File: src/sv/ifd_pkg.sv
// ---------------------------------------------------------------------------
// ifd_pkg
// Shared types and constants of the interpolated feedback delay.
// ---------------------------------------------------------------------------
`default_nettype none

package ifd_pkg;

    localparam int CFG_IDX_W = 4;

    localparam logic [CFG_IDX_W-1:0] CFG_DELAY = 4'd0;
    localparam logic [CFG_IDX_W-1:0] CFG_GAIN  = 4'd1;

    localparam logic [15:0] DELAY_RESET = 16'd24000;
    localparam logic [15:0] GAIN_RESET  = 16'd0;
    localparam logic [15:0] GAIN_CAP    = 16'd64880;

    typedef enum logic [1:0] {
        S_IDLE,
        S_ADDR,
        S_MUL,
        S_OUT
    } t_state;

    typedef struct packed {
        logic [15:0] delay_samples;
        logic [15:0] feedback_gain;
    } t_cfg;

endpackage

`default_nettype wire

File: src/sv/ifd_in_if.sv
// ---------------------------------------------------------------------------
// ifd_in_if
// Input sample channel: sample plus delay fraction, valid/ready.
// ---------------------------------------------------------------------------
`default_nettype none

interface ifd_in_if #(
    parameter int SAMPLE_BITS = 24
);
    logic                          valid;
    logic                          ready;
    logic signed [SAMPLE_BITS-1:0] input_sample;
    logic        [15:0]            delay_fraction;

    modport source (output valid, output input_sample, output delay_fraction, input ready);
    modport sink   (input valid, input input_sample, input delay_fraction, output ready);
endinterface

`default_nettype wire

File: src/sv/ifd_out_if.sv
// ---------------------------------------------------------------------------
// ifd_out_if
// Output sample channel, valid/ready.
// ---------------------------------------------------------------------------
`default_nettype none

interface ifd_out_if #(
    parameter int SAMPLE_BITS = 24
);
    logic                          valid;
    logic                          ready;
    logic signed [SAMPLE_BITS-1:0] output_sample;

    modport source (output valid, output output_sample, input ready);
    modport sink   (input valid, input output_sample, output ready);
endinterface

`default_nettype wire

File: src/sv/ifd_core.sv
// ---------------------------------------------------------------------------
// ifd_core
// Sequencer and arithmetic: feedback write, read address, interpolation.
// ---------------------------------------------------------------------------
`default_nettype none

module ifd_core
    import ifd_pkg::*;
#(
    parameter int DEPTH       = 65536,
    parameter int SAMPLE_BITS = 24,
    parameter int AW          = $clog2(DEPTH)
) (
    input  wire logic                   i_clk,
    input  wire logic                   i_rst_n,
    input  wire t_cfg                   i_cfg,
    ifd_in_if.sink                      i_smp,
    ifd_out_if.source                   o_smp,
    output logic                        o_we,
    output logic      [AW-1:0]          o_waddr,
    output logic      [SAMPLE_BITS-1:0] o_wdata,
    output logic      [AW-1:0]          o_raddr0,
    output logic      [AW-1:0]          o_raddr1,
    input  wire logic [SAMPLE_BITS-1:0] i_rdata0,
    input  wire logic [SAMPLE_BITS-1:0] i_rdata1
);

    localparam int SB = SAMPLE_BITS;
    localparam int PW = AW + 17;
    localparam logic [AW:0]   DEPTH_C = (AW+1)'(DEPTH);
    localparam logic [AW-1:0] LAST    = AW'(DEPTH - 1);
    localparam logic [31:0]   DMAX32  = 32'(DEPTH - 1);
    localparam logic signed [SB+2:0] SMAX = {4'b0000, {(SB-1){1'b1}}};
    localparam logic signed [SB+2:0] SMIN = {4'b1111, {(SB-1){1'b0}}};

    function automatic logic [SB-1:0] sat(input logic signed [SB+2:0] v);
        logic [SB-1:0] res;
        if (v > SMAX) begin
            res = SMAX[SB-1:0];
        end else if (v < SMIN) begin
            res = SMIN[SB-1:0];
        end else begin
            res = v[SB-1:0];
        end
        return res;
    endfunction

    t_state r_state, n_state;

    logic                 r_out_valid;
    logic [SB-1:0]        r_out;
    logic [SB-1:0]        r_prev;
    logic [AW-1:0]        r_wp;
    logic                 r_full;
    logic [SB-1:0]        r_x;
    logic signed [SB+16:0] r_fbp;
    logic [PW-1:0]        r_off;
    logic [SB-1:0]        r_w;
    logic [15:0]          r_f;
    logic                 r_hit0, r_hit1, r_vld0, r_vld1;
    logic [SB-1:0]        r_a;
    logic signed [SB+17:0] r_prod;

    logic                 accept;
    logic                 done;
    logic [15:0]          dly_c;
    logic [15:0]          gain_c;
    logic [31:0]          off32;
    logic signed [SB:0]   fb;
    logic signed [SB+2:0] sum_w;
    logic [SB-1:0]        w;
    logic [PW-1:0]        pos;
    logic [AW:0]          ip;
    logic [AW-1:0]        i0, i1;
    logic [SB-1:0]        a, b;
    logic signed [SB:0]   diff;
    logic signed [SB+1:0] step;
    logic signed [SB+2:0] sum_y;
    logic [SB-1:0]        y;
    logic [AW-1:0]        wp_next;

    // next state and handshake
    always_comb begin
        n_state     = r_state;
        i_smp.ready = 1'b0;
        o_we        = 1'b0;
        done        = 1'b0;
        unique case (r_state)
            S_IDLE: begin
                i_smp.ready = 1'b1;
                if (i_smp.valid) begin
                    n_state = S_ADDR;
                end
            end
            S_ADDR: begin
                o_we    = 1'b1;
                n_state = S_MUL;
            end
            S_MUL: begin
                n_state = S_OUT;
            end
            S_OUT: begin
                if (!r_out_valid || o_smp.ready) begin
                    done    = 1'b1;
                    n_state = S_IDLE;
                end
            end
            default: begin
                n_state = S_IDLE;
            end
        endcase
    end

    always_ff @(posedge i_clk) begin
        if (!i_rst_n) begin
            r_state <= S_IDLE;
        end else begin
            r_state <= n_state;
        end
    end

    assign accept = i_smp.valid && i_smp.ready;

    assign dly_c  = ({16'b0, i_cfg.delay_samples} > DMAX32) ? DMAX32[15:0]
                                                            : i_cfg.delay_samples;
    assign gain_c = (i_cfg.feedback_gain > GAIN_CAP) ? GAIN_CAP : i_cfg.feedback_gain;
    assign off32  = dly_c * i_smp.delay_fraction;

    // feedback and write value
    assign fb    = r_fbp[SB+16:16];
    assign sum_w = {{3{r_x[SB-1]}}, r_x} + {{2{fb[SB]}}, fb};
    assign w     = sat(sum_w);

    // read position, wrap by one compare
    assign pos = {({1'b0, r_wp} + DEPTH_C), 16'b0} - r_off;
    assign ip  = pos[PW-1:16];
    assign i0  = (ip >= DEPTH_C) ? AW'(ip - DEPTH_C) : ip[AW-1:0];
    assign i1  = (i0 == LAST) ? '0 : i0 + 1'b1;

    assign o_waddr  = r_wp;
    assign o_wdata  = w;
    assign o_raddr0 = i0;
    assign o_raddr1 = i1;

    // unwritten entries read zero, the entry just written is forwarded
    assign a    = r_hit0 ? r_w : (r_vld0 ? i_rdata0 : '0);
    assign b    = r_hit1 ? r_w : (r_vld1 ? i_rdata1 : '0);
    assign diff = {b[SB-1], b} - {a[SB-1], a};

    assign step  = r_prod[SB+17:16];
    assign sum_y = {{3{r_a[SB-1]}}, r_a} + {step[SB+1], step};
    assign y     = sat(sum_y);

    assign wp_next = (r_wp == LAST) ? '0 : r_wp + 1'b1;

    always_ff @(posedge i_clk) begin
        if (accept) begin
            r_x   <= i_smp.input_sample;
            r_fbp <= $signed(r_prev) * $signed({1'b0, gain_c});
            r_off <= PW'(off32);
        end
        if (r_state == S_ADDR) begin
            r_w    <= w;
            r_f    <= pos[15:0];
            r_hit0 <= (i0 == r_wp);
            r_hit1 <= (i1 == r_wp);
            r_vld0 <= r_full || (i0 <= r_wp);
            r_vld1 <= r_full || (i1 <= r_wp);
        end
        if (r_state == S_MUL) begin
            r_a    <= a;
            r_prod <= $signed({1'b0, r_f}) * diff;
        end
        if (done) begin
            r_out <= y;
        end
    end

    always_ff @(posedge i_clk) begin
        if (!i_rst_n) begin
            r_out_valid <= 1'b0;
            r_prev      <= '0;
            r_wp        <= '0;
            r_full      <= 1'b0;
        end else begin
            if (done) begin
                r_out_valid <= 1'b1;
                r_prev      <= y;
                r_wp        <= wp_next;
                if (r_wp == LAST) begin
                    r_full <= 1'b1;
                end
            end else if (o_smp.ready) begin
                r_out_valid <= 1'b0;
            end
        end
    end

    assign o_smp.valid         = r_out_valid;
    assign o_smp.output_sample = r_out;

    a_accept_to_addr: assert property (@(posedge i_clk) disable iff (!i_rst_n)
        accept |=> r_state == S_ADDR)
        else $error("accepted request did not start the write cycle");

    a_read_in_range: assert property (@(posedge i_clk) disable iff (!i_rst_n)
        r_state == S_ADDR |-> ({1'b0, i0} < DEPTH_C) && ({1'b0, i1} < DEPTH_C))
        else $error("read address beyond store depth");

    a_read_neighbour: assert property (@(posedge i_clk) disable iff (!i_rst_n)
        r_state == S_ADDR |-> (i1 == i0 + 1'b1) || ((i0 == LAST) && (i1 == '0)))
        else $error("second read is not the next entry");

    a_wp_advance: assert property (@(posedge i_clk) disable iff (!i_rst_n)
        done |=> r_wp == (($past(r_wp) == LAST) ? '0 : $past(r_wp) + 1'b1))
        else $error("write pointer did not advance by one");

    a_result_loaded: assert property (@(posedge i_clk) disable iff (!i_rst_n)
        done |=> r_out_valid && (r_state == S_IDLE))
        else $error("finished request not presented");

endmodule

`default_nettype wire

File: src/flat_wrapper.sv
// flat-port wrapper written by rule: the top's interface ports become plain ports
module ifd_core_flat import ifd_pkg::*;
#(
    parameter int DEPTH       = 65536,
    parameter int SAMPLE_BITS = 24,
    parameter int AW          = $clog2(DEPTH)
)
  (i_clk, i_rst_n, i_cfg, o_we, o_waddr, o_wdata, o_raddr0, o_raddr1, i_rdata0, i_rdata1, i_smp_valid, i_smp_input_sample, i_smp_delay_fraction, i_smp_ready, o_smp_valid, o_smp_output_sample, o_smp_ready);
  ifd_in_if #(.SAMPLE_BITS(SAMPLE_BITS)) i_smp_i ();
  ifd_out_if #(.SAMPLE_BITS(SAMPLE_BITS)) o_smp_i ();
  input  wire logic i_clk;
  input  wire logic i_rst_n;
  input  wire t_cfg i_cfg;
  output logic o_we;
  output logic      [AW-1:0] o_waddr;
  output logic      [SAMPLE_BITS-1:0] o_wdata;
  output logic      [AW-1:0] o_raddr0;
  output logic      [AW-1:0] o_raddr1;
  input  wire logic [SAMPLE_BITS-1:0] i_rdata0;
  input  wire logic [SAMPLE_BITS-1:0] i_rdata1;
  input wire logic [$bits(i_smp_i.valid)-1:0] i_smp_valid;
  input wire logic [$bits(i_smp_i.input_sample)-1:0] i_smp_input_sample;
  input wire logic [$bits(i_smp_i.delay_fraction)-1:0] i_smp_delay_fraction;
  output wire logic [$bits(i_smp_i.ready)-1:0] i_smp_ready;
  output wire logic [$bits(o_smp_i.valid)-1:0] o_smp_valid;
  output wire logic [$bits(o_smp_i.output_sample)-1:0] o_smp_output_sample;
  input wire logic [$bits(o_smp_i.ready)-1:0] o_smp_ready;
  assign i_smp_i.valid = i_smp_valid;
  assign i_smp_i.input_sample = i_smp_input_sample;
  assign i_smp_i.delay_fraction = i_smp_delay_fraction;
  assign i_smp_ready = i_smp_i.ready;
  assign o_smp_valid = o_smp_i.valid;
  assign o_smp_output_sample = o_smp_i.output_sample;
  assign o_smp_i.ready = o_smp_ready;
  ifd_core #(.DEPTH(DEPTH), .SAMPLE_BITS(SAMPLE_BITS), .AW(AW)) u_core (.i_clk(i_clk), .i_rst_n(i_rst_n), .i_cfg(i_cfg), .i_smp(i_smp_i), .o_smp(o_smp_i), .o_we(o_we), .o_waddr(o_waddr), .o_wdata(o_wdata), .o_raddr0(o_raddr0), .o_raddr1(o_raddr1), .i_rdata0(i_rdata0), .i_rdata1(i_rdata1));
endmodule
File: config.mk
export PLATFORM = sky130hd
export DESIGN_NAME = ifd_core_flat
export DESIGN_NICKNAME = d
export VERILOG_FILES = /design/src/sv/ifd_pkg.sv /design/src/sv/ifd_in_if.sv /design/src/sv/ifd_out_if.sv /design/src/sv/ifd_core.sv /design/src/flat_wrapper.sv
export SDC_FILE = /design/constraint.sdc
export NUM_CORES = 2
export LEC_CHECK = 0
export BUFFER_PORTS_ARGS = -buffer_cell sky130_fd_sc_hd__buf_2
export CORE_UTILIZATION = 65
export DETAILED_ROUTE_END_ITERATION = 8
export PLACE_DENSITY = 0.81
export SLEW_MARGIN = 25
export SYNTH_ARGS = -nofsm -noshare
export SYNTH_HDL_FRONTEND = slang
export SYNTH_SLANG_ARGS = --single-unit
File: constraint.sdc
create_clock -name i_clk -period 12.05 [get_ports i_clk]
set_clock_uncertainty 0.2 [all_clocks]
set_input_delay 1.205 -clock i_clk [delete_from_list [all_inputs] [get_ports i_clk]]
set_output_delay 1.205 -clock i_clk [all_outputs]
set_load 0.05 [all_outputs]
After elaboration in Yosys (flattened, before gate mapping)
Cells that the tools add are included.

storage, ports and cells
  register bits after elaboration = 275
  input port bits = 124
  output and inout bits = 99
  logic and storage cells = 75

cells by class
  add/sub/neg operators = 8
  multiply operators = 3
  order comparisons = 8
  equality and inequality tests = 9
  multiplexer cells = 21
  reductions and logical operators = 9

operators with widths
  kind                      number
  $mux W24                  8
  $mux W16                  4
  $gt A27 B24 Y1 const B    2
  $lt A27 B24 Y1 const B    2
  $mul A17 B25 Y42          1
  $mul A24 B17 Y41          1
  $sub A33 B32 Y33          1
  $add A16 B1 Y16 const B   2
  $eq A16 B16 Y1            2
  $eq A16 B16 Y1 const B    2
  $le A16 B16 Y1            2
  $mul A16 B16 Y32          1
  $add A24 B26 Y27          1
  $add A24 B25 Y26          1
  $sub A24 B24 Y25          1
  $add A16 B17 Y17 const B  1
  $ge A17 B17 Y1 const B    1
  $gt A16 B16 Y1 const B    1
  $sub A16 B1 Y16 const B   1
  $pmux W2 S4               1
  $mux W1                   6
  $eq A2 B2 Y1 const B      2
  $mux W2                   2
  $reduce_and A2 Y1         2
  8 further kinds           10

Depth between registers and ports, before layout
  depth in word-level cells = 8
  depth in mapped cells = 40
  mapped depth without buffers = 37

Least setup slack after synthesis
Ideal clock, no wire load.

  path kind = input to register
  start = in i_rdata1[0]
  end = reg u_core.r_prod[41] (data pin)
  library setup time = 0.260 ns
  arrival time = 9.084 ns
  data required time = 11.590 ns
  setup slack = 2.506 ns
  stages = 36
  buffers on the path = 1
  cells stage by stage = a22oi_1 ha_1 inv_1 fa_1 a21o_1 a21oi_1 o21bai_1 a21o_1 a21oi_1 o21ai_0 o211ai_1 o31ai_1 a31oi_1 clkbuf_1 o21a_1 fa_1 inv_1 fa_1 inv_1 fa_1 fa_1 fa_1 inv_1 fa_1 inv_1 ha_1 a21oi_1 nor2b_1 o21ai_0 nand2b_1 a211o_1 o21ai_0 a31o_2 o2111ai_1 a21oi_1 xnor2_1

between the ends
  word-level cells in the longest chain between the ends = 4

ends and longest elaborated chain
  what                    line                source
  from (decl)             flat_wrapper.sv:20  input wire logic [SAMPLE_BITS-1:0] i_rdata1;
  $mux W24 (2 in series)  ifd_core.sv:147     assign b = r_hit1 ? r_w : (r_vld1 ? i_rdata1 : '0);
  $sub A24 B24 Y25        ifd_core.sv:148     assign diff = {b[SB-1], b} - {a[SB-1], a};
  $mul A17 B25 Y42        ifd_core.sv:172     r_prod <= $signed({1'b0, r_f}) * diff;
  to (signal assigned)    ifd_core.sv:172
  to (decl)               ifd_core.sv:62      logic signed [SB+17:0] r_prod;

No other way between the ends.
A chain may end at the register's enable or synchronous reset.

Worst setup path in the final report
  start = reg u_core.r_hit0
  end = reg u_core.r_prod[41] (data pin)

between the ends
  word-level cells in the longest chain between the ends = 3

ends and longest elaborated chain
  what                    line             source
  from (decl)             ifd_core.sv:60   logic r_hit0, r_hit1, r_vld0, r_vld1;
  from (signal assigned)  ifd_core.sv:165  r_hit0 <= (i0 == r_wp);
  $mux W24                ifd_core.sv:146  assign a = r_hit0 ? r_w : (r_vld0 ? i_rdata0 : '0);
  named net u_core.a[0]   ifd_core.sv:75   logic [SB-1:0] a, b;
  $sub A24 B24 Y25        ifd_core.sv:148
  $mul A17 B25 Y42        ifd_core.sv:172

The timed path passes the listed nets, and every way through them passes these cells.

==> out/qor_table.md <==
| Result | Value |
| --- | --- |
| Warnings from Yosys | 0 |
| Worst max-slew margin expressed relative to the limit | 0.251 |
| Number of maximum-capacitance violations | 0 |
| Average detailed-routed wire length per instance | 19.2 microns |
| Number of synthesized flops with an enable pin | 199 |
| Post-CTS Hold Fix Bufs | 0 |
| Number of buffers created by CTS | 29 |
| Number of placed I/O pins | 223 |
| Reg-to-reg slack, setup | 1500 ps |
| # clock sinks | 243 |
| Chip width | 282 microns |
| Wire length of the first global-routing pass | 205000 microns |
| Maximum root-to-sink buffer count | 3 |
| Routed via count divided by cell count | 5.82 |
| Path type of the worst min-delay path | flip-flop to flip-flop |
| Final Wtd Congestion | 0.956 |
| Vias in the first global route | 39500 |
| Net count of the mapped netlist | 7028 |
| Cell at the root of the clock tree | clkbuf_16 |
| Longest individual stage delay on the worst path | 590 ps |
| Netlist cell types | 73 |
| Fin. Hold Viols | 0 |
| Detail Route Antenna Nets | 0 |
| Async S/R FF share, synth | 0 |
| Crit Path Class | flip-flop to flip-flop |
| Most numerous cell in the Yosys netlist | inv_1 |
| Hold WS | 287 ps |
| Overall fraction of global-route tracks in use | 0.331 |
| Biggest area consumer among synthesized cells | fa_1 |
| Mean cell area of the mapped netlist | 9.22 sq um |
| Largest net degree at the start of global routing | 73 |
| Synth top area share | 0.379 |
| Ratio of final minimum period to clock period | 0.875 |
| Post-cts resize count | 0 |
| First DRT Iteration DRCs | 2991 |
| Detail Placement HPWL | 101000 microns |
| Layout overhead on the synthesized area | 5.90% |
| Final Max Slew Viols | 0 |
| Final total negative setup slack | 0 ps |
| Full die area | 79200 sq um |
| Latest clock arrival within the worst-skew pair | 590 ps |
| Kind of launch point of the worst setup path | flip-flop |
| Nature of the critical path endpoint | flip-flop |
| Clk slew on worst S/H paths | 60 ps |
| Post-Route WL | 127000 microns |
| Vertical die dimension | 282 microns |
| Count of unresolved DRC violations after routing | 0 |
| Maximum clock frequency | 94.8 MHz |
| Status | completed |
| Worst path most repeated cell | fa_1 |
| Largest cells by area after synthesis | fa_1, edfxtp_1, ha_1 |
| Unrepaired setup endpoints after global routing | false |
| Actual slew at the worst max-slew pin | 1110 ps |
| CTS tree | yes |
| Shortest clock period the worst path allows after layout | 10550 ps |
| Fraction of the yosys area taken by sequential cells | 0.135 |
| Layout cells sized above 1 | 0.0665 |
| Final core utilization | 0.695 |
| Critical Path Fanout Max | 19 |
| Arrival time of data at the critical path endpoint | 10670 ps |
| Cells after synthesis | 5510 |
| Sum of overflow across all layers after global routing | 0 |
| Count of TritonRoute iterations in the first routing pass | 7 |
| Post-CTS Setup Repair Bufs | 0 |
| Commonest cells in the synthesized netlist | inv_1, fa_1, nand2_1 |
| Synth Register Bits | 243 |
| Slowest cell on the critical path | o31a_1 |
| Initial antenna violation count | 14 |
| Layout fillers | 5918 |
| Core Box Area | 77300 sq um |
| H-Tree Level Count | 1 |
| # rows | 102 |
| Commonest register cell after synthesis | edfxtp_1 |
| Post-synthesis instance area | 50800 sq um |
| Vias | 38600 |
| Finish-stage setup viols | 0 |
| Data required, critical path | 12170 ps |
| Fin nets | 7089 |
| Starting density of the core | 0.657 |
| Port bufs | 222 |
## cell usage in the layout (no fill, tap or decap), drive strengths merged, types with 16 or more instances in the layout
cell type / Yosys / routed
inv: 1198 / 1205
fa: 961 / 961
nand2: 727 / 727
ha: 433 / 433
and2: 381 / 381
buf: 21 / 277
edfxtp: 199 / 199
nor2: 164 / 164
a21oi: 143 / 143
o21ai: 141 / 141
xnor2: 124 / 124
a21o: 82 / 82
xor2: 70 / 70
o21a: 51 / 51
nor3: 44 / 44
nand3: 44 / 44
dfxtp: 44 / 44
nor2b: 43 / 43
and3: 41 / 41
clkbuf: 226 / 34
a31oi: 30 / 30
a211oi: 26 / 26
o21bai: 25 / 25
a22o: 24 / 24
nand4: 23 / 23
a22oi: 22 / 22
nand3b: 21 / 21
nand2b: 17 / 17
nor4bb: 16 / 16
## path summary, 6_finish.rpt
| kind | from | cells after the start | to |
|---|---|---|---|
| hold reg to reg | u_core.r_full$_SDFFE_PN0P_ | 1 | u_core.r_full$_SDFFE_PN0P_ |
| setup / recovery | u_core.r_hit0$_DFFE_PP_ | 35 | u_core.r_prod[41]$_DFFE_PP_ |
| setup reg to reg | u_core.r_hit0$_DFFE_PP_ | 35 | u_core.r_prod[41]$_DFFE_PP_ |
| hold / removal | u_core.r_full$_SDFFE_PN0P_ | 1 | u_core.r_full$_SDFFE_PN0P_ |
## metal layers
layer / routed length, microns / part of all wire / up-vias / global-route usage
met5: 139 / 0.0011 / - / 0
met4: 5190 / 0.041 / 20 / 0.124
met3: 12800 / 0.10 / 338 / 0.0629
met2: 60000 / 0.47 / 1757 / 0.535
met1: 49200 / 0.39 / 19400 / 0.446
li1: - / - / 17200 / -
## worst max-delay path, delay by kind of cell, from the launching register on
| kind | cells | cell delay (ps) |
|---|---|---|
| fa+ha+maj | 9 | 3860 |
| flops | 1 | 400 |
| xor+xnor | 1 | 130 |
| compound gates | 17 | 4440 |
| buf+inv | 6 | 600 |
| simple gates | 2 | 630 |
## logic make-up (layout without fill, tap and decap cells)
kind of cell | count (synthesis) | in the layout | share of synthesized area
other cells | 0 | 5 | 0
compound gates | 649 | 649 | 0.0847
fa+ha+maj | 1394 | 1394 | 0.486
buf+inv | 1446 | 1529 | 0.108
flops | 243 | 243 | 0.135
simple gates | 1578 | 1578 | 0.152
mux | 6 | 6 | 0.00118
xor+xnor | 194 | 194 | 0.0335
## metrics by stage
stage               setup WS [ps]  cells  cell area (sq um)
finish                       1500   6638              53800
global route                  954   6633              53800
CTS                          1650   6631              53700
detailed placement           1360   6578              52700
global placement             1500   6577              52700
floorplan                    2510   5510              50800
## sequential cells by signal, summed over array words and instances (netlist names), 2 cells and up
name                        flops
u_core.r_a                     24
u_core.r_w                     24
u_core.o_smp.output_sample     24
u_core.r_state                  2
u_core.r_prev                  24
u_core.r_off                   32
u_core.o_waddr                 16
u_core.r_prod                  26
u_core.r_x                     24
u_core.r_f                     16
u_core.r_fbp                   25
## cell type report
| cell class | count | area (sq um) | area share |
|---|---|---|---|
| Sequential cell | 243 | 6860 | 0.128 |
| Tap cell | 1040 | 1300 | 0.0242 |
| Multi-Input combinational cell | 3821 | 38500 | 0.716 |
| Clock inverter | 19 | 234 | 0.00435 |
| Antenna cell | 5 | 12.5 | 0.000233 |
| Timing Repair Buffer | 277 | 1550 | 0.0288 |
| Clock buffer | 34 | 797 | 0.0148 |
| Inverter | 1199 | 4500 | 0.0837 |
Power is not shown: default switching activity piles up to over one toggle a cycle in this logic, so the estimate is an artifact.
